$ cat src/ngga_pkg.sv
`default_nettype none

package ngga_pkg;

    localparam int MAX_LINE_DEF    = 256;
    localparam int COORD_CHARS_DEF = 10;

    localparam logic [7:0] ASCII_ZERO = 8'h30;
    localparam logic [7:0] CH_NL      = 8'h0A;
    localparam logic [7:0] CH_COMMA   = 8'h2C;
    localparam logic [7:0] CH_DOLLAR  = 8'h24;
    localparam logic [7:0] CH_G       = 8'h47;
    localparam logic [7:0] CH_P       = 8'h50;
    localparam logic [7:0] CH_A       = 8'h41;
    localparam logic [7:0] CH_N       = 8'd78;
    localparam logic [7:0] CH_E       = 8'd69;

    localparam logic [2:0] TAG_LEN    = 3'd6;
    localparam logic [2:0] TIME_CHARS = 3'd6;
    localparam logic [1:0] SAT_CHARS  = 2'd2;
    localparam logic [2:0] LAST_COMMA = 3'd7;
    localparam logic [2:0] COMMA_TIME = 3'd1;
    localparam logic [2:0] COMMA_LAT  = 3'd2;
    localparam logic [2:0] COMMA_NS   = 3'd3;
    localparam logic [2:0] COMMA_LON  = 3'd4;
    localparam logic [2:0] COMMA_EW   = 3'd5;
    localparam logic [2:0] COMMA_SATS = 3'd7;

    localparam int         CIF_W   = 4;
    localparam logic [3:0] CIF_MAX = 4'd15;

    localparam logic [7:0] SEC_MAX  = 8'd59;
    localparam logic [7:0] MIN_MAX  = 8'd59;
    localparam logic [7:0] HOUR_MAX = 8'd23;

    typedef enum logic {
        OP_BYTE = 1'b0,
        OP_TICK = 1'b1
    } opcode_t;

    // values handed from the line scanner at newline
    typedef struct packed {
        logic        valid;
        logic        has_time;
        logic [7:0]  hh;
        logic [7:0]  mm;
        logic [7:0]  ss;
        logic        n_seen;
        logic        north;
        logic        e_seen;
        logic        east;
        logic        has_sats;
        logic [7:0]  sats;
        logic [31:0] lat;
        logic [31:0] lon;
    } commit_t;

    typedef struct packed {
        logic [7:0]  hh;
        logic [7:0]  mm;
        logic [7:0]  ss;
        logic [7:0]  sats;
        logic [1:0]  hemi;
        logic        valid;
        logic [31:0] lat;
        logic [31:0] lon;
    } view_t;

    function automatic logic [7:0] tag_char(input logic [2:0] idx);
        logic [7:0] c;
        case (idx)
            3'd0:    c = CH_DOLLAR;
            3'd1:    c = CH_G;
            3'd2:    c = CH_P;
            3'd3:    c = CH_G;
            3'd4:    c = CH_G;
            3'd5:    c = CH_A;
            default: c = 8'h00;
        endcase
        return c;
    endfunction

    // (a - '0') * 10 + (b - '0'), modulo 256
    function automatic logic [7:0] pair_of(input logic [7:0] a, input logic [7:0] b);
        logic [7:0] da;
        logic [7:0] db;
        da = a - ASCII_ZERO;
        db = b - ASCII_ZERO;
        return 8'((da << 3) + (da << 1) + db);
    endfunction

endpackage

`default_nettype wire

$ cat src/ngga_scan.sv
`default_nettype none

module ngga_scan
    import ngga_pkg::*;
#(
    parameter int MAX_LINE    = MAX_LINE_DEF,
    parameter int COORD_CHARS = COORD_CHARS_DEF
) (
    input  wire logic       clk,
    input  wire logic       rst_n,
    input  wire logic       byte_en,
    input  wire logic [7:0] rx_byte,
    output commit_t         commit
);

    localparam int LEN_W = $clog2(MAX_LINE + 1);

    logic [LEN_W-1:0] len_reg,   len_next;
    logic [2:0]       prog_reg,  prog_next;
    logic [2:0]       comma_reg, comma_next;
    logic [3:0]       cif_reg,   cif_next;
    logic [2:0]       tpos_reg,  tpos_next;
    logic [1:0]       spos_reg,  spos_next;
    logic             f_time_reg,  f_time_next;
    logic             f_nseen_reg, f_nseen_next;
    logic             f_north_reg, f_north_next;
    logic             f_eseen_reg, f_eseen_next;
    logic             f_east_reg,  f_east_next;
    logic             f_sats_reg,  f_sats_next;

    logic [7:0] time_reg [6];
    logic [7:0] sat_reg  [2];
    logic [7:0] lat_reg  [COORD_CHARS];
    logic [7:0] lon_reg  [COORD_CHARS];

    logic is_nl;
    logic is_comma;
    logic matched;
    logic line_clr;
    logic wr_time;
    logic wr_sat;
    logic wr_lat;
    logic wr_lon;

    assign is_nl    = (rx_byte == CH_NL);
    assign is_comma = (rx_byte == CH_COMMA);
    assign matched  = (prog_reg == TAG_LEN);
    assign line_clr = byte_en && is_nl;

    always_comb
    begin
        len_next     = len_reg;
        prog_next    = prog_reg;
        comma_next   = comma_reg;
        cif_next     = cif_reg;
        tpos_next    = tpos_reg;
        spos_next    = spos_reg;
        f_time_next  = f_time_reg;
        f_nseen_next = f_nseen_reg;
        f_north_next = f_north_reg;
        f_eseen_next = f_eseen_reg;
        f_east_next  = f_east_reg;
        f_sats_next  = f_sats_reg;
        wr_time      = 1'b0;
        wr_sat       = 1'b0;
        wr_lat       = 1'b0;
        wr_lon       = 1'b0;

        if (byte_en && !is_nl && (len_reg < LEN_W'(MAX_LINE)))
        begin
            len_next = len_reg + 1'b1;
            if (matched)
            begin
                // time and satellite text is taken raw, commas included
                if (tpos_reg < TIME_CHARS)
                begin
                    wr_time   = 1'b1;
                    tpos_next = tpos_reg + 1'b1;
                end
                if (spos_reg < SAT_CHARS)
                begin
                    wr_sat    = 1'b1;
                    spos_next = spos_reg + 1'b1;
                end
                if (cif_reg == '0 && comma_reg == COMMA_NS && rx_byte == CH_N)
                    f_north_next = 1'b1;
                if (cif_reg == '0 && comma_reg == COMMA_EW && rx_byte == CH_E)
                    f_east_next = 1'b1;

                if (is_comma)
                begin
                    if (comma_reg < LAST_COMMA)
                    begin
                        comma_next = comma_reg + 1'b1;
                        case (comma_next)
                            COMMA_TIME:
                            begin
                                f_time_next = 1'b1;
                                tpos_next   = '0;
                            end
                            COMMA_NS:   f_nseen_next = 1'b1;
                            COMMA_EW:   f_eseen_next = 1'b1;
                            COMMA_SATS:
                            begin
                                f_sats_next = 1'b1;
                                spos_next   = '0;
                            end
                            default: ;
                        endcase
                    end
                    cif_next = '0;
                end
                else
                begin
                    if (cif_reg < CIF_W'(COORD_CHARS))
                    begin
                        wr_lat = (comma_reg == COMMA_LAT);
                        wr_lon = (comma_reg == COMMA_LON);
                    end
                    if (cif_reg < CIF_MAX)
                        cif_next = cif_reg + 1'b1;
                end
            end
            else if (rx_byte == tag_char(prog_reg))
                prog_next = prog_reg + 1'b1;
            else
                prog_next = (rx_byte == CH_DOLLAR) ? 3'd1 : 3'd0;
        end
    end

    always_ff @(posedge clk or negedge rst_n)
    begin
        if (!rst_n)
        begin
            len_reg     <= '0;
            prog_reg    <= '0;
            comma_reg   <= '0;
            cif_reg     <= '0;
            tpos_reg    <= TIME_CHARS;
            spos_reg    <= SAT_CHARS;
            f_time_reg  <= 1'b0;
            f_nseen_reg <= 1'b0;
            f_north_reg <= 1'b0;
            f_eseen_reg <= 1'b0;
            f_east_reg  <= 1'b0;
            f_sats_reg  <= 1'b0;
            for (int i = 0; i < 6; i++)
                time_reg[i] <= ASCII_ZERO;
            for (int i = 0; i < 2; i++)
                sat_reg[i] <= ASCII_ZERO;
            for (int i = 0; i < COORD_CHARS; i++)
            begin
                lat_reg[i] <= ASCII_ZERO;
                lon_reg[i] <= ASCII_ZERO;
            end
        end
        else if (line_clr)
        begin
            // newline: start a fresh line
            len_reg     <= '0;
            prog_reg    <= '0;
            comma_reg   <= '0;
            cif_reg     <= '0;
            tpos_reg    <= TIME_CHARS;
            spos_reg    <= SAT_CHARS;
            f_time_reg  <= 1'b0;
            f_nseen_reg <= 1'b0;
            f_north_reg <= 1'b0;
            f_eseen_reg <= 1'b0;
            f_east_reg  <= 1'b0;
            f_sats_reg  <= 1'b0;
            for (int i = 0; i < 6; i++)
                time_reg[i] <= ASCII_ZERO;
            for (int i = 0; i < 2; i++)
                sat_reg[i] <= ASCII_ZERO;
            for (int i = 0; i < COORD_CHARS; i++)
            begin
                lat_reg[i] <= ASCII_ZERO;
                lon_reg[i] <= ASCII_ZERO;
            end
        end
        else
        begin
            len_reg     <= len_next;
            prog_reg    <= prog_next;
            comma_reg   <= comma_next;
            cif_reg     <= cif_next;
            tpos_reg    <= tpos_next;
            spos_reg    <= spos_next;
            f_time_reg  <= f_time_next;
            f_nseen_reg <= f_nseen_next;
            f_north_reg <= f_north_next;
            f_eseen_reg <= f_eseen_next;
            f_east_reg  <= f_east_next;
            f_sats_reg  <= f_sats_next;
            for (int i = 0; i < 6; i++)
                if (wr_time && tpos_reg == 3'(i))
                    time_reg[i] <= rx_byte;
            for (int i = 0; i < 2; i++)
                if (wr_sat && spos_reg == 2'(i))
                    sat_reg[i] <= rx_byte;
            for (int i = 0; i < COORD_CHARS; i++)
            begin
                if (wr_lat && cif_reg == CIF_W'(i))
                    lat_reg[i] <= rx_byte;
                if (wr_lon && cif_reg == CIF_W'(i))
                    lon_reg[i] <= rx_byte;
            end
        end
    end

    always_comb
    begin
        commit.valid    = line_clr && matched;
        commit.has_time = f_time_reg;
        commit.hh       = pair_of(time_reg[0], time_reg[1]);
        commit.mm       = pair_of(time_reg[2], time_reg[3]);
        commit.ss       = pair_of(time_reg[4], time_reg[5]);
        commit.n_seen   = f_nseen_reg;
        commit.north    = f_north_reg;
        commit.e_seen   = f_eseen_reg;
        commit.east     = f_east_reg;
        commit.has_sats = f_sats_reg;
        commit.sats     = pair_of(sat_reg[0], sat_reg[1]);
        commit.lat      = {pair_of(lat_reg[0], lat_reg[1]), pair_of(lat_reg[2], lat_reg[3]),
                           pair_of(lat_reg[5], lat_reg[6]), pair_of(lat_reg[7], lat_reg[8])};
        commit.lon      = {pair_of(lon_reg[1], lon_reg[2]), pair_of(lon_reg[3], lon_reg[4]),
                           pair_of(lon_reg[6], lon_reg[7]), pair_of(lon_reg[8], lon_reg[9])};
    end

endmodule

`default_nettype wire

$ cat src/ngga_fix.sv
`default_nettype none

module ngga_fix
    import ngga_pkg::*;
(
    input  wire logic    clk,
    input  wire logic    rst_n,
    input  wire commit_t commit,
    input  wire logic    tick_en,
    input  wire logic    gps_enabled,
    output view_t        view
);

    logic [7:0]  hh_reg, mm_reg, ss_reg;
    logic [7:0]  sats_reg;
    logic [1:0]  hemi_reg;
    logic        valid_reg;
    logic [31:0] lat_reg, lon_reg;

    logic [7:0] ss_adv, mm_adv, hh_adv;
    logic [7:0] hh_next, mm_next, ss_next;
    logic [7:0] s_inc;
    logic       advance;

    assign advance = tick_en && !gps_enabled;
    assign s_inc   = ss_reg + 1'b1;

    always_comb
    begin
        ss_adv = s_inc;
        mm_adv = mm_reg;
        hh_adv = hh_reg;
        if (ss_adv > SEC_MAX)
        begin
            ss_adv = '0;
            mm_adv = mm_reg + 1'b1;
        end
        // a parsed value already past its limit rolls the same way
        if (mm_adv > MIN_MAX)
        begin
            mm_adv = '0;
            hh_adv = hh_reg + 1'b1;
        end
        if (hh_adv > HOUR_MAX)
            hh_adv = '0;

        hh_next = advance ? hh_adv : hh_reg;
        mm_next = advance ? mm_adv : mm_reg;
        ss_next = advance ? ss_adv : ss_reg;
    end

    always_ff @(posedge clk or negedge rst_n)
    begin
        if (!rst_n)
        begin
            hh_reg    <= '0;
            mm_reg    <= '0;
            ss_reg    <= '0;
            sats_reg  <= '0;
            hemi_reg  <= '0;
            valid_reg <= 1'b0;
            lat_reg   <= '0;
            lon_reg   <= '0;
        end
        else if (commit.valid)
        begin
            if (commit.has_time)
            begin
                hh_reg <= commit.hh;
                mm_reg <= commit.mm;
                ss_reg <= commit.ss;
            end
            if (commit.n_seen)
                hemi_reg[0] <= commit.north;
            if (commit.e_seen)
                hemi_reg[1] <= commit.east;
            if (commit.has_sats)
                sats_reg <= commit.sats;
            valid_reg <= 1'b1;
            lat_reg   <= commit.lat;
            lon_reg   <= commit.lon;
        end
        else
        begin
            hh_reg <= hh_next;
            mm_reg <= mm_next;
            ss_reg <= ss_next;
        end
    end

    always_comb
    begin
        view.hh    = hh_next;
        view.mm    = mm_next;
        view.ss    = ss_next;
        view.sats  = sats_reg;
        view.hemi  = hemi_reg;
        view.valid = valid_reg;
        view.lat   = lat_reg;
        view.lon   = lon_reg;
    end

endmodule

`default_nettype wire

$ cat src/nmea_gga_parser_with_clock.sv
// GGA sentence parser with a local HH:MM:SS clock. Each word is a received
// character (opcode 0) or a one-second tick (opcode 1); only ticks produce a
// result, which carries the current time, the satellite count, the hemisphere
// flags and the latitude/longitude digit pairs from the last committed
// "$GPGGA" line (a newline commits it). A tick with gps_enabled low advances
// the local clock before it is reported. The block takes one word per clock
// while input ready is high: a word is held in an input register, goes through
// the line scanner and the fix/clock update, and a tick's result lands in the
// output register, which raises out_valid. Input ready drops only while a tick
// sits in the input register behind a result that has not been taken.
`default_nettype none

module nmea_gga_parser_with_clock
    import ngga_pkg::*;
#(
    parameter int MAX_LINE    = MAX_LINE_DEF,
    parameter int COORD_CHARS = COORD_CHARS_DEF
) (
    input  wire logic        clk,
    input  wire logic        rst_n,
    input  wire logic        in_valid,
    output logic             in_ready,
    input  wire logic        opcode,
    input  wire logic [7:0]  rx_byte,
    input  wire logic        gps_enabled,
    output logic             out_valid,
    input  wire logic        out_ready,
    output logic [7:0]       hour,
    output logic [7:0]       minute,
    output logic [7:0]       second,
    output logic [7:0]       sat_count,
    output logic             sats_shown,
    output logic [1:0]       hemisphere,
    output logic             coords_valid,
    output logic [31:0]      lat_pairs,
    output logic [31:0]      lon_pairs
);

    logic       in_valid_reg;
    opcode_t    op_reg;
    logic [7:0] byte_reg;
    logic       en_reg;

    logic       out_valid_reg, out_valid_next;
    view_t      res_reg;
    logic       res_en_reg;

    logic       go;
    logic       byte_go;
    logic       tick_go;
    commit_t    commit;
    view_t      view;

    // a character never produces a result, so only a tick waits on the output
    assign go       = in_valid_reg && (op_reg == OP_BYTE || !out_valid_reg || out_ready);
    assign byte_go  = go && (op_reg == OP_BYTE);
    assign tick_go  = go && (op_reg == OP_TICK);
    assign in_ready = !in_valid_reg || go;

    always_ff @(posedge clk or negedge rst_n)
    begin
        if (!rst_n)
            in_valid_reg <= 1'b0;
        else if (in_ready)
            in_valid_reg <= in_valid;
    end

    always_ff @(posedge clk)
    begin
        if (in_ready && in_valid)
        begin
            op_reg   <= opcode_t'(opcode);
            byte_reg <= rx_byte;
            en_reg   <= gps_enabled;
        end
    end

    ngga_scan #(
        .MAX_LINE    (MAX_LINE),
        .COORD_CHARS (COORD_CHARS)
    ) u_scan (
        .clk     (clk),
        .rst_n   (rst_n),
        .byte_en (byte_go),
        .rx_byte (byte_reg),
        .commit  (commit)
    );

    ngga_fix u_fix (
        .clk         (clk),
        .rst_n       (rst_n),
        .commit      (commit),
        .tick_en     (tick_go),
        .gps_enabled (en_reg),
        .view        (view)
    );

    always_comb
    begin
        out_valid_next = out_valid_reg;
        if (tick_go)
            out_valid_next = 1'b1;
        else if (out_ready)
            out_valid_next = 1'b0;
    end

    always_ff @(posedge clk or negedge rst_n)
    begin
        if (!rst_n)
            out_valid_reg <= 1'b0;
        else
            out_valid_reg <= out_valid_next;
    end

    always_ff @(posedge clk)
    begin
        if (tick_go)
        begin
            res_reg    <= view;
            res_en_reg <= en_reg;
        end
    end

    assign out_valid    = out_valid_reg;
    assign hour         = res_reg.hh;
    assign minute       = res_reg.mm;
    assign second       = res_reg.ss;
    assign sat_count    = res_reg.sats;
    assign sats_shown   = res_en_reg;
    assign hemisphere   = res_reg.hemi;
    assign coords_valid = res_reg.valid;
    assign lat_pairs    = res_reg.lat;
    assign lon_pairs    = res_reg.lon;

`ifndef SYNTHESIS
    a_result_from_tick: assert property (@(posedge clk) disable iff (!rst_n)
        $rose(out_valid_reg) |-> $past(tick_go))
        else $error("result appeared without a processed tick");

    a_stall_cause: assert property (@(posedge clk) disable iff (!rst_n)
        !in_ready |-> (in_valid_reg && op_reg == OP_TICK && out_valid_reg && !out_ready))
        else $error("input stalled without a blocked tick");

    a_byte_keeps_result: assert property (@(posedge clk) disable iff (!rst_n)
        (byte_go && !out_ready) |=> (out_valid_reg == $past(out_valid_reg)))
        else $error("character word changed result valid");
`endif

endmodule

`default_nettype wire

$ cat config.mk
export PLATFORM = sky130hd
export DESIGN_NAME = nmea_gga_parser_with_clock
export DESIGN_NICKNAME = d
export VERILOG_FILES = /design/src/ngga_pkg.sv /design/src/ngga_scan.sv /design/src/ngga_fix.sv /design/src/nmea_gga_parser_with_clock.sv
export SDC_FILE = /design/constraint.sdc
export NUM_CORES = 1
export LEC_CHECK = 0
export ABC_AREA = 1
export BUFFER_PORTS_ARGS = -buffer_cell sky130_fd_sc_hd__buf_2
export CAP_MARGIN = 20
export CORE_ASPECT_RATIO = 1.25
export CORE_MARGIN = 8
export CORE_UTILIZATION = 45
export CTS_BUF_LIST = sky130_fd_sc_hd__clkbuf_16
export CTS_CLUSTER_SIZE = 12
export DETAILED_ROUTE_END_ITERATION = 12
export GPL_ROUTABILITY_DRIVEN = 0
export PLACE_DENSITY_LB_ADDON = 0.25
export SLEW_MARGIN = 30
export SYNTH_ARGS = -nofsm -noshare
export SYNTH_HDL_FRONTEND = slang
export SYNTH_SLANG_ARGS = --single-unit
$ cat constraint.sdc
create_clock -name clk -period 6.99 [get_ports clk]
set_clock_uncertainty 0.05 [all_clocks]
set_input_delay 2.097 -clock clk [delete_from_list [all_inputs] [get_ports clk]]
set_output_delay 2.097 -clock clk [all_outputs]
set_load 0.05 [all_outputs]
=== Yosys cells after proc, flatten, opt, wreduce, memory -nomap -nowiden ===
Cells that the tools add are included.

* Bits in registers: 421
* Input bits: 14
* Output and inout bits: 102
* Word-level logic and storage cells: 391

* Add/subtract/negate cells: 57
* $lt $le $gt $ge: 9
* Equality and inequality tests: 37
* Mux-type cells: 127
* Bitwise logic cells: 1
* Reduce and logical (&&, ||, !) cells: 101

{| class="wikitable"
|+ Operators with widths
! operator !! number
|-
| $mux W8 || 39
|-
| $add A8 B8 Y8 || 24
|-
| $sub A8 B6 Y8 const B || 12
|-
| $sub A7 B6 Y7 const B || 12
|-
| $mux W79 || 1
|-
| $mux W71 || 1
|-
| $reduce_bool A2 Y1 || 35
|-
| $mux W1 || 49
|-
| $mux W3 || 16
|-
| $mux W47 || 1
|-
| $logic_and A1 B1 Y1 || 40
|-
| $mux W7 || 4
|-
| $pmux W7 S4 || 1
|-
| $eq A3 B3 Y1 const B || 9
|-
| $add A8 B1 Y8 const B || 3
|-
| $eq A3 B2 Y1 const B || 7
|-
| $mux W4 || 5
|-
| $reduce_and A5 Y1 || 4
|-
| $mux W9 || 2
|-
| $eq A4 B3 Y1 const B || 4
|-
| $eq A8 B6 Y1 const B || 2
|-
| $eq A8 B7 Y1 const B || 2
|-
| $gt A8 B6 Y1 const B || 2
|-
| $mux W15 || 1
|-
| other kinds (30) || 56
|}

=== Logic depth before layout (Yosys ltp) ===
Gate-level depths: netlist of run 1.

* Word-level depth: 13
* Depth in mapped cells: 22
* Depth with buffers taken out: 20

=== Hierarchy ===
A second synthesis of run 1 with hierarchy kept.

* Cell total of the unflattened synthesis: 2331
* Area, all modules: 23055.9 um^2

{| class="wikitable"
|+ By module, submodules not included
! module !! instances !! cells an instance !! area an instance (um^2) !! seq. area each (um^2)
|-
| ngga_scan || 1 || 1598 || 14762.9 || 5318.9
|-
| ngga_fix || 1 || 609 || 4884.7 || 2477.4
|-
| nmea_gga_parser_with_clock || 1 || 124 || 3408.3 || 3353.2
|}

=== Worst setup path before layout of run 1 ===
Ideal clock, no wire load.

* Path kind: input to output
* Start: in out_ready
* End: out in_ready
* Data arrival time: 2.639 ns
* Data required time: 4.843 ns
* Path slack: 2.204 ns
* Stages on the path: 2
* Path buffers: 0
* Cell sequence: nor2_1 > nand3_1

* Longest elaborated chain between the ends: 3

{| class="wikitable"
|+ Ends and longest elaborated chain
! element !! RTL line !! source
|-
| start, declared || nmea_gga_parser_with_clock.sv:27 || <nowiki>input wire logic out_ready,</nowiki>
|-
| $logic_or A1 B1 Y1 || nmea_gga_parser_with_clock.sv:55 || <nowiki>assign go = in_valid_reg && (op_reg == OP_BYTE || !out_valid_reg || out_ready);</nowiki>
|-
| $logic_and A1 B1 Y1 || nmea_gga_parser_with_clock.sv:55 ||
|-
| $logic_or A1 B1 Y1 || nmea_gga_parser_with_clock.sv:58 || <nowiki>assign in_ready = !in_valid_reg || go;</nowiki>
|-
| end, declared || nmea_gga_parser_with_clock.sv:22 || <nowiki>output logic in_ready,</nowiki>
|}

No other way between the ends.

=== Final worst setup path of run 1 ===
Same ends and word-level chain as after synthesis.

==> flow_summary.html, run 1 <==
<table>
<tr><th>Metric</th><th>Value</th></tr>
<tr><th colspan="2">Critical path</th></tr>
<tr><td>Startpoint of the most critical register-to-register path</td><td>byte_reg[2]</td></tr>
<tr><td>Cell occurring most often along the worst timing path</td><td>sky130_fd_sc_hd__buf_2</td></tr>
<tr><td>Worst path arrival time</td><td>2.67 ns</td></tr>
<tr><td>Required time worst endpoint</td><td>roughly 4.8 ns</td></tr>
<tr><td>Element type at the critical path end</td><td>output pin</td></tr>
<tr><td>Slowest Stage Delay on Critical Path</td><td>0.23 ns</td></tr>
<tr><td>Startpoint types</td><td>input pin</td></tr>
<tr><td>Cell at the slowest stage of the critical path</td><td>sky130_fd_sc_hd__buf_2</td></tr>
<tr><td>Chain of cells forming the critical path</td><td>buf_2, nor2_1, nand3_1, buf_2</td></tr>
<tr><td>Max Fanout on Critical Path</td><td>3</td></tr>
<tr><td>Launching instance or port of the critical path</td><td>out_ready</td></tr>
<tr><td>Class of the most critical setup path</td><td>in -&gt; out</td></tr>
<tr><th colspan="2">Clock tree</th></tr>
<tr><td>Worst-Skew Late Latency</td><td>about 0.55 ns</td></tr>
<tr><td>CTS Buf Count</td><td>44</td></tr>
<tr><td>Worst-case clock buffer depth</td><td>3</td></tr>
<tr><td>CTS-repair resized insts</td><td>0</td></tr>
<tr><td>Cts hold-fix bufs</td><td>0</td></tr>
<tr><td>Maximum level of the CTS H-tree</td><td>2</td></tr>
<tr><td>Post-CTS setup buffer count</td><td>0</td></tr>
<tr><td>Number of clock sinks</td><td>between 400 and 500</td></tr>
<tr><td>Clock tree from TritonCTS</td><td>yes</td></tr>
<tr><td>Clock Pin Slew Worst Setup and Hold Paths</td><td>approximately 0.05 ns</td></tr>
<tr><td>Root Buffer Master</td><td>sky130_fd_sc_hd__clkbuf_16</td></tr>
<tr><th colspan="2">Synthesis</th></tr>
<tr><td>Cell count after synthesis</td><td>2100</td></tr>
<tr><td>YS warnings</td><td>0</td></tr>
<tr><td>Number of synthesized register bits</td><td>421</td></tr>
<tr><td>Async set-or-reset flop fraction in the synthesized netlist</td><td>0.739</td></tr>
<tr><td>Most frequent cell after synthesis</td><td>sky130_fd_sc_hd__nand2_1</td></tr>
<tr><td>Yosys top cell area share</td><td>0.304</td></tr>
<tr><td>Number of library cell types mapped by synthesis</td><td>between 40 and 50</td></tr>
<tr><td>Syn Std Cell Area</td><td>about 21000 µm²</td></tr>
<tr><td>Cell accounting for the most synthesized area</td><td>sky130_fd_sc_hd__dfrtp_1</td></tr>
<tr><td>Cells taking the most area after synthesis</td><td>sky130_fd_sc_hd__dfrtp_1 30%, sky130_fd_sc_hd__edfxtp_1 15%, sky130_fd_sc_hd__ha_1 10%</td></tr>
<tr><td>Post-synth EDFFs</td><td>110</td></tr>
<tr><td>Post-synthesis sequential area ratio</td><td>0.522</td></tr>
<tr><td>Main synth FF type</td><td>sky130_fd_sc_hd__dfrtp_1</td></tr>
<tr><td>Post-synth top cells</td><td>490 x sky130_fd_sc_hd__nand2_1, 260 x sky130_fd_sc_hd__dfrtp_1, 245 x sky130_fd_sc_hd__inv_1</td></tr>
<tr><td>Syn nets</td><td>approximately 2300</td></tr>
<tr><td>Mean instance size in the synthesized netlist</td><td>10.2 µm²</td></tr>
<tr><th colspan="2">Floorplanning</th></tr>
<tr><td>Overall die width</td><td>~210 µm</td></tr>
<tr><td>Count of standard-cell rows</td><td>between 80 and 90</td></tr>
<tr><td>Overall die area</td><td>about 55000 µm²</td></tr>
<tr><td>Core box area</td><td>~47000 µm²</td></tr>
<tr><td>Height of the die</td><td>260 µm</td></tr>
<tr><td>Initial Util</td><td>0.454</td></tr>
<tr><td>Top Ports</td><td>116</td></tr>
<tr><th colspan="2">GRT</th></tr>
<tr><td>Wire length of the first global-routing pass</td><td>between 70000 and 80000 µm</td></tr>
<tr><td>Global route overflow</td><td>0</td></tr>
<tr><td>Overall fraction of global-route tracks in use</td><td>0.171</td></tr>
<tr><td>Via count of the first global-routing pass</td><td>approximately 15000</td></tr>
<tr><td>Initial antenna violation count</td><td>0</td></tr>
<tr><td>Largest net degree at the start of global routing</td><td>about 160</td></tr>
<tr><th colspan="2">STA</th></tr>
<tr><td>Number of failing setup endpoints in the final timing report</td><td>0</td></tr>
<tr><td>Final setup slack of the worst path</td><td>roughly 2.2 ns</td></tr>
<tr><td>Max transition margin</td><td>0.390</td></tr>
<tr><td>Setup TNS</td><td>0 ns</td></tr>
<tr><td>Final clock period utilization by the worst path</td><td>0.689</td></tr>
<tr><td>Peak Freq</td><td>207 MHz</td></tr>
<tr><td>Time the worst path needs with I/O delays and setup</td><td>approximately 4.8 ns</td></tr>
<tr><td>Final max-slew violation count</td><td>0</td></tr>
<tr><td>Tightest hold margin</td><td>approximately 0.4 ns</td></tr>
<tr><td>Fin. Hold Viols</td><td>0</td></tr>
<tr><td>Worst slew pin tran</td><td>0.915 ns</td></tr>
<tr><td>Unrepaired setup endpoints after global routing</td><td>no</td></tr>
<tr><th colspan="2">Detailed routing</th></tr>
<tr><td>Residual antenna-violating net count after detailed routing</td><td>0</td></tr>
<tr><td>Number of DRC markers in iteration 0</td><td>620</td></tr>
<tr><td>Via density per instance</td><td>approximately 5</td></tr>
<tr><td>Remaining routing DRC violations</td><td>0</td></tr>
<tr><td>Vias after detailed routing</td><td>about 15000</td></tr>
<tr><td>Routed length per placed instance</td><td>16.2 µm</td></tr>
<tr><td>Iteration count of the initial detailed-routing pass</td><td>5</td></tr>
<tr><td>Overall routed net length</td><td>between 40000 and 50000 µm</td></tr>
<tr><th colspan="2">Power</th></tr>
<tr><td>Leak</td><td>roughly 12 nW</td></tr>
<tr><td>Total power density per cell area</td><td>242 nW/µm²</td></tr>
<tr><td>Worst IR Drop VDD</td><td>0.168 mV</td></tr>
<tr><th colspan="2">Min path</th></tr>
<tr><td>Worst hold-check path type</td><td>reg -&gt; reg</td></tr>
<tr><td>Start point of the worst hold path</td><td>u_fix.lat_reg[17]</td></tr>
<tr><th colspan="2">Final layout</th></tr>
<tr><td>Final instance area</td><td>roughly 24000 µm²</td></tr>
<tr><td>Layout Utilization</td><td>0.510</td></tr>
<tr><td>Post-layout nets</td><td>around 2500</td></tr>
<tr><td>Number of fillers in the final layout</td><td>~4200</td></tr>
<tr><td>Fraction of layout cells with a size suffix above 1</td><td>0.124</td></tr>
<tr><td># diodes</td><td>0</td></tr>
<tr><td>P&amp;R area growth vs syn</td><td>12.3%</td></tr>
<tr><th colspan="2">Run</th></tr>
<tr><td>Number of maximum-capacitance violations</td><td>0</td></tr>
<tr><th colspan="2">Place</th></tr>
<tr><td>Placement Setup Slack</td><td>2.18 ns</td></tr>
<tr><td>Area after detailed placement</td><td>about 23000 µm²</td></tr>
<tr><td>Half-perimeter wire length of the detailed placement result</td><td>32300 µm</td></tr>
<tr><td>IO buf count</td><td>between 100 and 150</td></tr>
<tr><th colspan="2">Run status</th></tr>
<tr><td>Result of the run</td><td>complete, no violations</td></tr>
</table>
kinds of logic (layout without fill, tap and decap cells):
family | after synthesis | count (layout) | share of synthesized area
buffers and inverters | 315 | 470 | 0.0572
AO/OA/AOI/OAI | 331 | 331 | 0.0838
AND/OR/NAND/NOR | 687 | 687 | 0.134
XOR/XNOR | 113 | 113 | 0.0463
adder cells (fa/ha/maj) | 232 | 232 | 0.157
multiplexers | 1 | 1 | 0.000468
flip-flops | 421 | 421 | 0.522
cells in the final DEF (no fill, tap or decap), types with 14 or more instances in the layout:
cell type                   instances
sky130_fd_sc_hd__xor2_1            47
sky130_fd_sc_hd__fa_1              60
sky130_fd_sc_hd__buf_4             14
sky130_fd_sc_hd__ha_1             172
sky130_fd_sc_hd__o21ai_0          230
sky130_fd_sc_hd__edfxtp_1         110
sky130_fd_sc_hd__nand2_1          490
sky130_fd_sc_hd__inv_1            266
sky130_fd_sc_hd__clkinv_1          15
sky130_fd_sc_hd__dfrtp_1          260
sky130_fd_sc_hd__buf_2            114
sky130_fd_sc_hd__dfstp_2           51
sky130_fd_sc_hd__a21oi_1           46
sky130_fd_sc_hd__nor3_1            15
sky130_fd_sc_hd__nor2_1            51
sky130_fd_sc_hd__clkbuf_16         46
sky130_fd_sc_hd__nand3_1           81
sky130_fd_sc_hd__xnor2_1           66
critical path: cells and delay by family:
kind / cells / cell delay, ns
and+or+nand+nor: 2 / 0.25
buffers and inverters: 2 / 0.32
final cells by class:
cell class              count  area [µm²]  share of cell area
well taps                 637         797              0.0332
multi-input cells        1364        9040               0.376
flip-flops and latches    421       11100               0.464
inverters                 260         980              0.0408
repair buffers            130         711              0.0296
clock buffers              46        1150              0.0479
clock inverters            34         186             0.00776
final timing paths:
path / depth (start not counted) / endpoint / slack (ns)
setup / recovery: 4 / in_ready / 2.17
min in group asynchronous: 1 / u_fix.lat_reg[18] / 1.53
hold reg to reg: 0 / lat_pairs[17] / 0.39
hold / removal: 0 / lat_pairs[17] / 0.39
setup reg to reg: 11 / u_scan.time_reg[14] / 3.33
max in group asynchronous: 2 / u_fix.lon_reg[31] / 3.95
metal layers:
layer / up-vias / global-route usage / wire (µm)
met5: - / 0 / 0
met3: 74 / 0.0272 / 1860
li1: 7115 / - / -
met4: 0 / 0.0545 / 1130
met1: 7126 / 0.211 / 20200
met2: 238 / 0.302 / 23700
per-stage QoR:
stage | power (mW) | cells
after global routing | 6.08 | 2892
after floorplan | 3.43 | 2100
final | 5.80 | 2892
after global placement | 3.64 | 2812
after detailed placement | 3.67 | 2812
after CTS | 5.88 | 2892
power breakdown:
part | internal [mW] | switching [mW]
registers | 2.68 | 0.113
clock network | 1.25 | 0.935
logic | 0.267 | 0.554
total | 4.20 | 1.60
Power figures use the tool's default switching activity.
==> run 2, diff against run 1 <==
==> constraint.sdc (replaced) <==
create_clock -name clk -period 4.85 [get_ports clk]
set_clock_uncertainty 0.05 [all_clocks]
set_input_delay 1.455 -clock clk [delete_from_list [all_inputs] [get_ports clk]]
set_output_delay 1.455 -clock clk [all_outputs]
set_load 0.05 [all_outputs]
==> run 2 against run 1 <==
  * Via count shrank 0.34%
  * Critical path depth stayed put
  * Register-to-register slack worse by 1.8 ns
  * Sequential cell count unchanged
  * Utilization increased by 0.27 points
  * Setup slack worse by 0.87 ns
  * Critical endpoint unchanged
  * Total power rose by 45%
==> flow_summary.html, run 2 (synthesis results as in run 1) <==
<table>
<tr><th>Metric</th><th>Value</th></tr>
<tr><th colspan="2">Place</th></tr>
<tr><td>Area after detailed placement</td><td>22700 µm² (+0.31%)</td></tr>
<tr><td>Placement Setup Slack</td><td>1.23 ns (-0.950 ns)</td></tr>
<tr><td>IO buf count</td><td>115 (unchanged)</td></tr>
<tr><td>Half-perimeter wire length of the detailed placement result</td><td>32500 µm (+0.48%)</td></tr>
<tr><th colspan="2">Clock tree</th></tr>
<tr><td>Root Buffer Master</td><td>sky130_fd_sc_hd__clkbuf_16</td></tr>
<tr><td>Number of clock sinks</td><td>421 (unchanged)</td></tr>
<tr><td>Clock tree from TritonCTS</td><td>yes</td></tr>
<tr><td>Cts hold-fix bufs</td><td>0 (unchanged)</td></tr>
<tr><td>Clock Pin Slew Worst Setup and Hold Paths</td><td>0.05 ns (about the same)</td></tr>
<tr><td>Worst-case clock buffer depth</td><td>3 (unchanged)</td></tr>
<tr><td>Maximum level of the CTS H-tree</td><td>2 (unchanged)</td></tr>
<tr><td>Post-CTS setup buffer count</td><td>0 (unchanged)</td></tr>
<tr><td>CTS Buf Count</td><td>45 (+2.3%)</td></tr>
<tr><td>CTS-repair resized insts</td><td>0 (unchanged)</td></tr>
<tr><td>Worst-Skew Late Latency</td><td>0.55 ns (about the same)</td></tr>
<tr><th colspan="2">Detailed routing</th></tr>
<tr><td>Iteration count of the initial detailed-routing pass</td><td>5 (unchanged)</td></tr>
<tr><td>Remaining routing DRC violations</td><td>0 (unchanged)</td></tr>
<tr><td>Routed length per placed instance</td><td>16.0 µm (-1.1%)</td></tr>
<tr><td>Residual antenna-violating net count after detailed routing</td><td>0 (unchanged)</td></tr>
<tr><td>Number of DRC markers in iteration 0</td><td>775 (+25%)</td></tr>
<tr><td>Via density per instance</td><td>5.00 (-0.69%)</td></tr>
<tr><td>Vias after detailed routing</td><td>14500 (-0.34%)</td></tr>
<tr><td>Overall routed net length</td><td>46500 µm (-0.80%)</td></tr>
<tr><th colspan="2">Power</th></tr>
<tr><td>Total power density per cell area</td><td>349 nW/µm² (+45%)</td></tr>
<tr><td>Overall power after layout</td><td>8.43 mW (+45%)</td></tr>
<tr><td>Worst IR Drop VDD</td><td>0.209 mV (+24%)</td></tr>
<tr><td>Leak</td><td>11.6 nW (+0.46%)</td></tr>
<tr><th colspan="2">STA</th></tr>
<tr><td>Number of failing setup endpoints in the final timing report</td><td>0 (unchanged)</td></tr>
<tr><td>Setup TNS</td><td>0 ns (unchanged)</td></tr>
<tr><td>Final setup slack of the worst path</td><td>1.30 ns (-0.866 ns)</td></tr>
<tr><td>Final clock period utilization by the worst path</td><td>0.731</td></tr>
<tr><td>Tightest hold margin</td><td>0.394 ns (-0.000178 ns)</td></tr>
<tr><td>Max transition margin</td><td>0.357 (-0.0333)</td></tr>
<tr><td>Peak Freq</td><td>about 280 MHz</td></tr>
<tr><td>Fin. Hold Viols</td><td>0 (unchanged)</td></tr>
<tr><td>Worst slew pin tran</td><td>0.963 ns (+0.0488 ns)</td></tr>
<tr><td>Unrepaired setup endpoints after global routing</td><td>no</td></tr>
<tr><td>Time the worst path needs with I/O delays and setup</td><td>3.55 ns</td></tr>
<tr><td>Final max-slew violation count</td><td>0 (unchanged)</td></tr>
<tr><th colspan="2">Floorplanning</th></tr>
<tr><td>Overall die area</td><td>54800 µm² (unchanged)</td></tr>
<tr><td>Top Ports</td><td>116 (unchanged)</td></tr>
<tr><td>Height of the die</td><td>260 µm (unchanged)</td></tr>
<tr><td>Overall die width</td><td>211 µm (unchanged)</td></tr>
<tr><td>Initial Util</td><td>0.454 (unchanged)</td></tr>
<tr><td>Core box area</td><td>47100 µm² (unchanged)</td></tr>
<tr><td>Count of standard-cell rows</td><td>89 (unchanged)</td></tr>
<tr><th colspan="2">GRT</th></tr>
<tr><td>Largest net degree at the start of global routing</td><td>96 (-40%)</td></tr>
<tr><td>Via count of the first global-routing pass</td><td>15100 (+1.7%)</td></tr>
<tr><td>Overall fraction of global-route tracks in use</td><td>0.172 (+0.00141)</td></tr>
<tr><td>Global route overflow</td><td>0 (unchanged)</td></tr>
<tr><td>Wire length of the first global-routing pass</td><td>76800 µm (+0.89%)</td></tr>
<tr><td>Initial antenna violation count</td><td>0 (unchanged)</td></tr>
<tr><th colspan="2">Critical path</th></tr>
<tr><td>Endpoint of the worst setup timing path</td><td>in_ready</td></tr>
<tr><td>Slowest Stage Delay on Critical Path</td><td>0.24 ns (about the same)</td></tr>
<tr><td>Launching instance or port of the critical path</td><td>out_ready</td></tr>
<tr><td>Element type at the critical path end</td><td>output pin</td></tr>
<tr><td>Max Fanout on Critical Path</td><td>3 (unchanged)</td></tr>
<tr><td>Worst reg-to-reg path cell count</td><td>11 (unchanged)</td></tr>
<tr><td>Cell occurring most often along the worst timing path</td><td>sky130_fd_sc_hd__buf_2</td></tr>
<tr><td>Cell at the slowest stage of the critical path</td><td>sky130_fd_sc_hd__buf_2</td></tr>
<tr><td>Worst path arrival time</td><td>2.04 ns (-0.63 ns)</td></tr>
<tr><td>Class of the most critical setup path</td><td>in -&gt; out</td></tr>
<tr><td>Chain of cells forming the critical path</td><td>buf_2, nor2_1, nand3_1, buf_2</td></tr>
<tr><td>Startpoint types</td><td>input pin</td></tr>
<tr><td>Required time worst endpoint</td><td>3.35 ns (-1.49 ns)</td></tr>
<tr><td>Worst setup slack for register-to-register paths</td><td>1.54 ns (-1.79 ns)</td></tr>
<tr><td>Worst reg2reg path endpoint</td><td>u_fix.hh_reg[7]</td></tr>
<tr><td>Startpoint of the most critical register-to-register path</td><td>byte_reg[6]</td></tr>
<tr><th colspan="2">Final layout</th></tr>
<tr><td>Post-layout nets</td><td>2474 (+0.28%)</td></tr>
<tr><td>Final instance area</td><td>24100 µm² (+0.54%)</td></tr>
<tr><td>Commonest non-fill, non-tap cell in the layout</td><td>sky130_fd_sc_hd__nand2_1</td></tr>
<tr><td>P&amp;R area growth vs syn</td><td>12.9%</td></tr>
<tr><td>Fraction of layout cells with a size suffix above 1</td><td>0.128 (+0.00431)</td></tr>
<tr><td># diodes</td><td>0 (unchanged)</td></tr>
<tr><td>Commonest non-fill, non-tap cells in the layout</td><td>490 x sky130_fd_sc_hd__nand2_1, 263 x sky130_fd_sc_hd__inv_1, 260 x sky130_fd_sc_hd__dfrtp_1</td></tr>
<tr><th colspan="2">Run status</th></tr>
<tr><td>Result of the run</td><td>complete, no violations</td></tr>
<tr><th colspan="2">Run</th></tr>
<tr><td>Number of maximum-capacitance violations</td><td>0 (unchanged)</td></tr>
<tr><th colspan="2">Min path</th></tr>
<tr><td>Worst hold-check path type</td><td>reg -&gt; reg</td></tr>
</table>
-- run 2: cell count changes in the layout (fill, tap and decap cells not counted), moves of 2 or more --
cell                        change
sky130_fd_sc_hd__buf_12         +2
sky130_fd_sc_hd__buf_4          +4
sky130_fd_sc_hd__bufinv_16      -2
sky130_fd_sc_hd__clkbuf_16      +4
sky130_fd_sc_hd__clkinv_1       +2
sky130_fd_sc_hd__clkinv_2       +2
sky130_fd_sc_hd__inv_1          -3
-- run 2: final cells by class --
| class | instances | area, µm² |
|---|---|---|
| clock buffers | 50 | 1250 |
| well taps | 637 | 797 |
| fillers | 4216 | 23000 |
| clock inverters | 34 | 145 |
| inverters | 260 | 980 |
| flip-flops and latches | 421 | 11100 |
| repair buffers | 136 | 781 |
| multi-input cells | 1364 | 9040 |
-- run 2: critical path, delay by kind of cell --
kind                   cells  cell delay, ns
and+or+nand+nor            2            0.26
buffers and inverters      2            0.34
-- run 2: power by group --
group | internal [mW] | switching, mW | leakage, nW
logic | 0.390 | 0.798 | 5.73
registers | 3.86 | 0.157 | 5.16
clock network | 1.84 | 1.38 | 0.759
-- run 2: per-stage QoR --
| step | utilization | std cells |
|---|---|---|
| 4_1_cts | 0.512 | 2902 |
| 3_3_place_gp | 0.482 | 2818 |
| 6_report | 0.512 | 2902 |
| 5_1_grt | 0.512 | 2902 |
| 3_5_place_dp | 0.483 | 2818 |
| 2_1_floorplan | - | 2100 |
-- run 2: how the worst min path moves through the flow --
stage,start,to,slack [ns],cells past startpoint
2_1_floorplan,u_fix.valid_reg,coords_valid,0.37,0
3_3_place_gp,u_fix.lat_reg[7],lat_pairs[7],0.38,0
3_5_place_dp,u_fix.lon_reg[9],lon_pairs[9],0.38,0
4_1_cts,u_fix.lat_reg[0],lat_pairs[0],0.39,0
5_1_grt,u_fix.valid_reg,coords_valid,0.40,0
6_report,u_fix.valid_reg,coords_valid,0.39,0
-- run 2: metal layers --
metal,up-vias,global-route usage,part of all wire
met2,254,0.305,0.50
met5,-,0,0
met4,0,0.0574,0.026
met3,83,0.0257,0.039
met1,7034,0.212,0.43
li1,7132,-,-
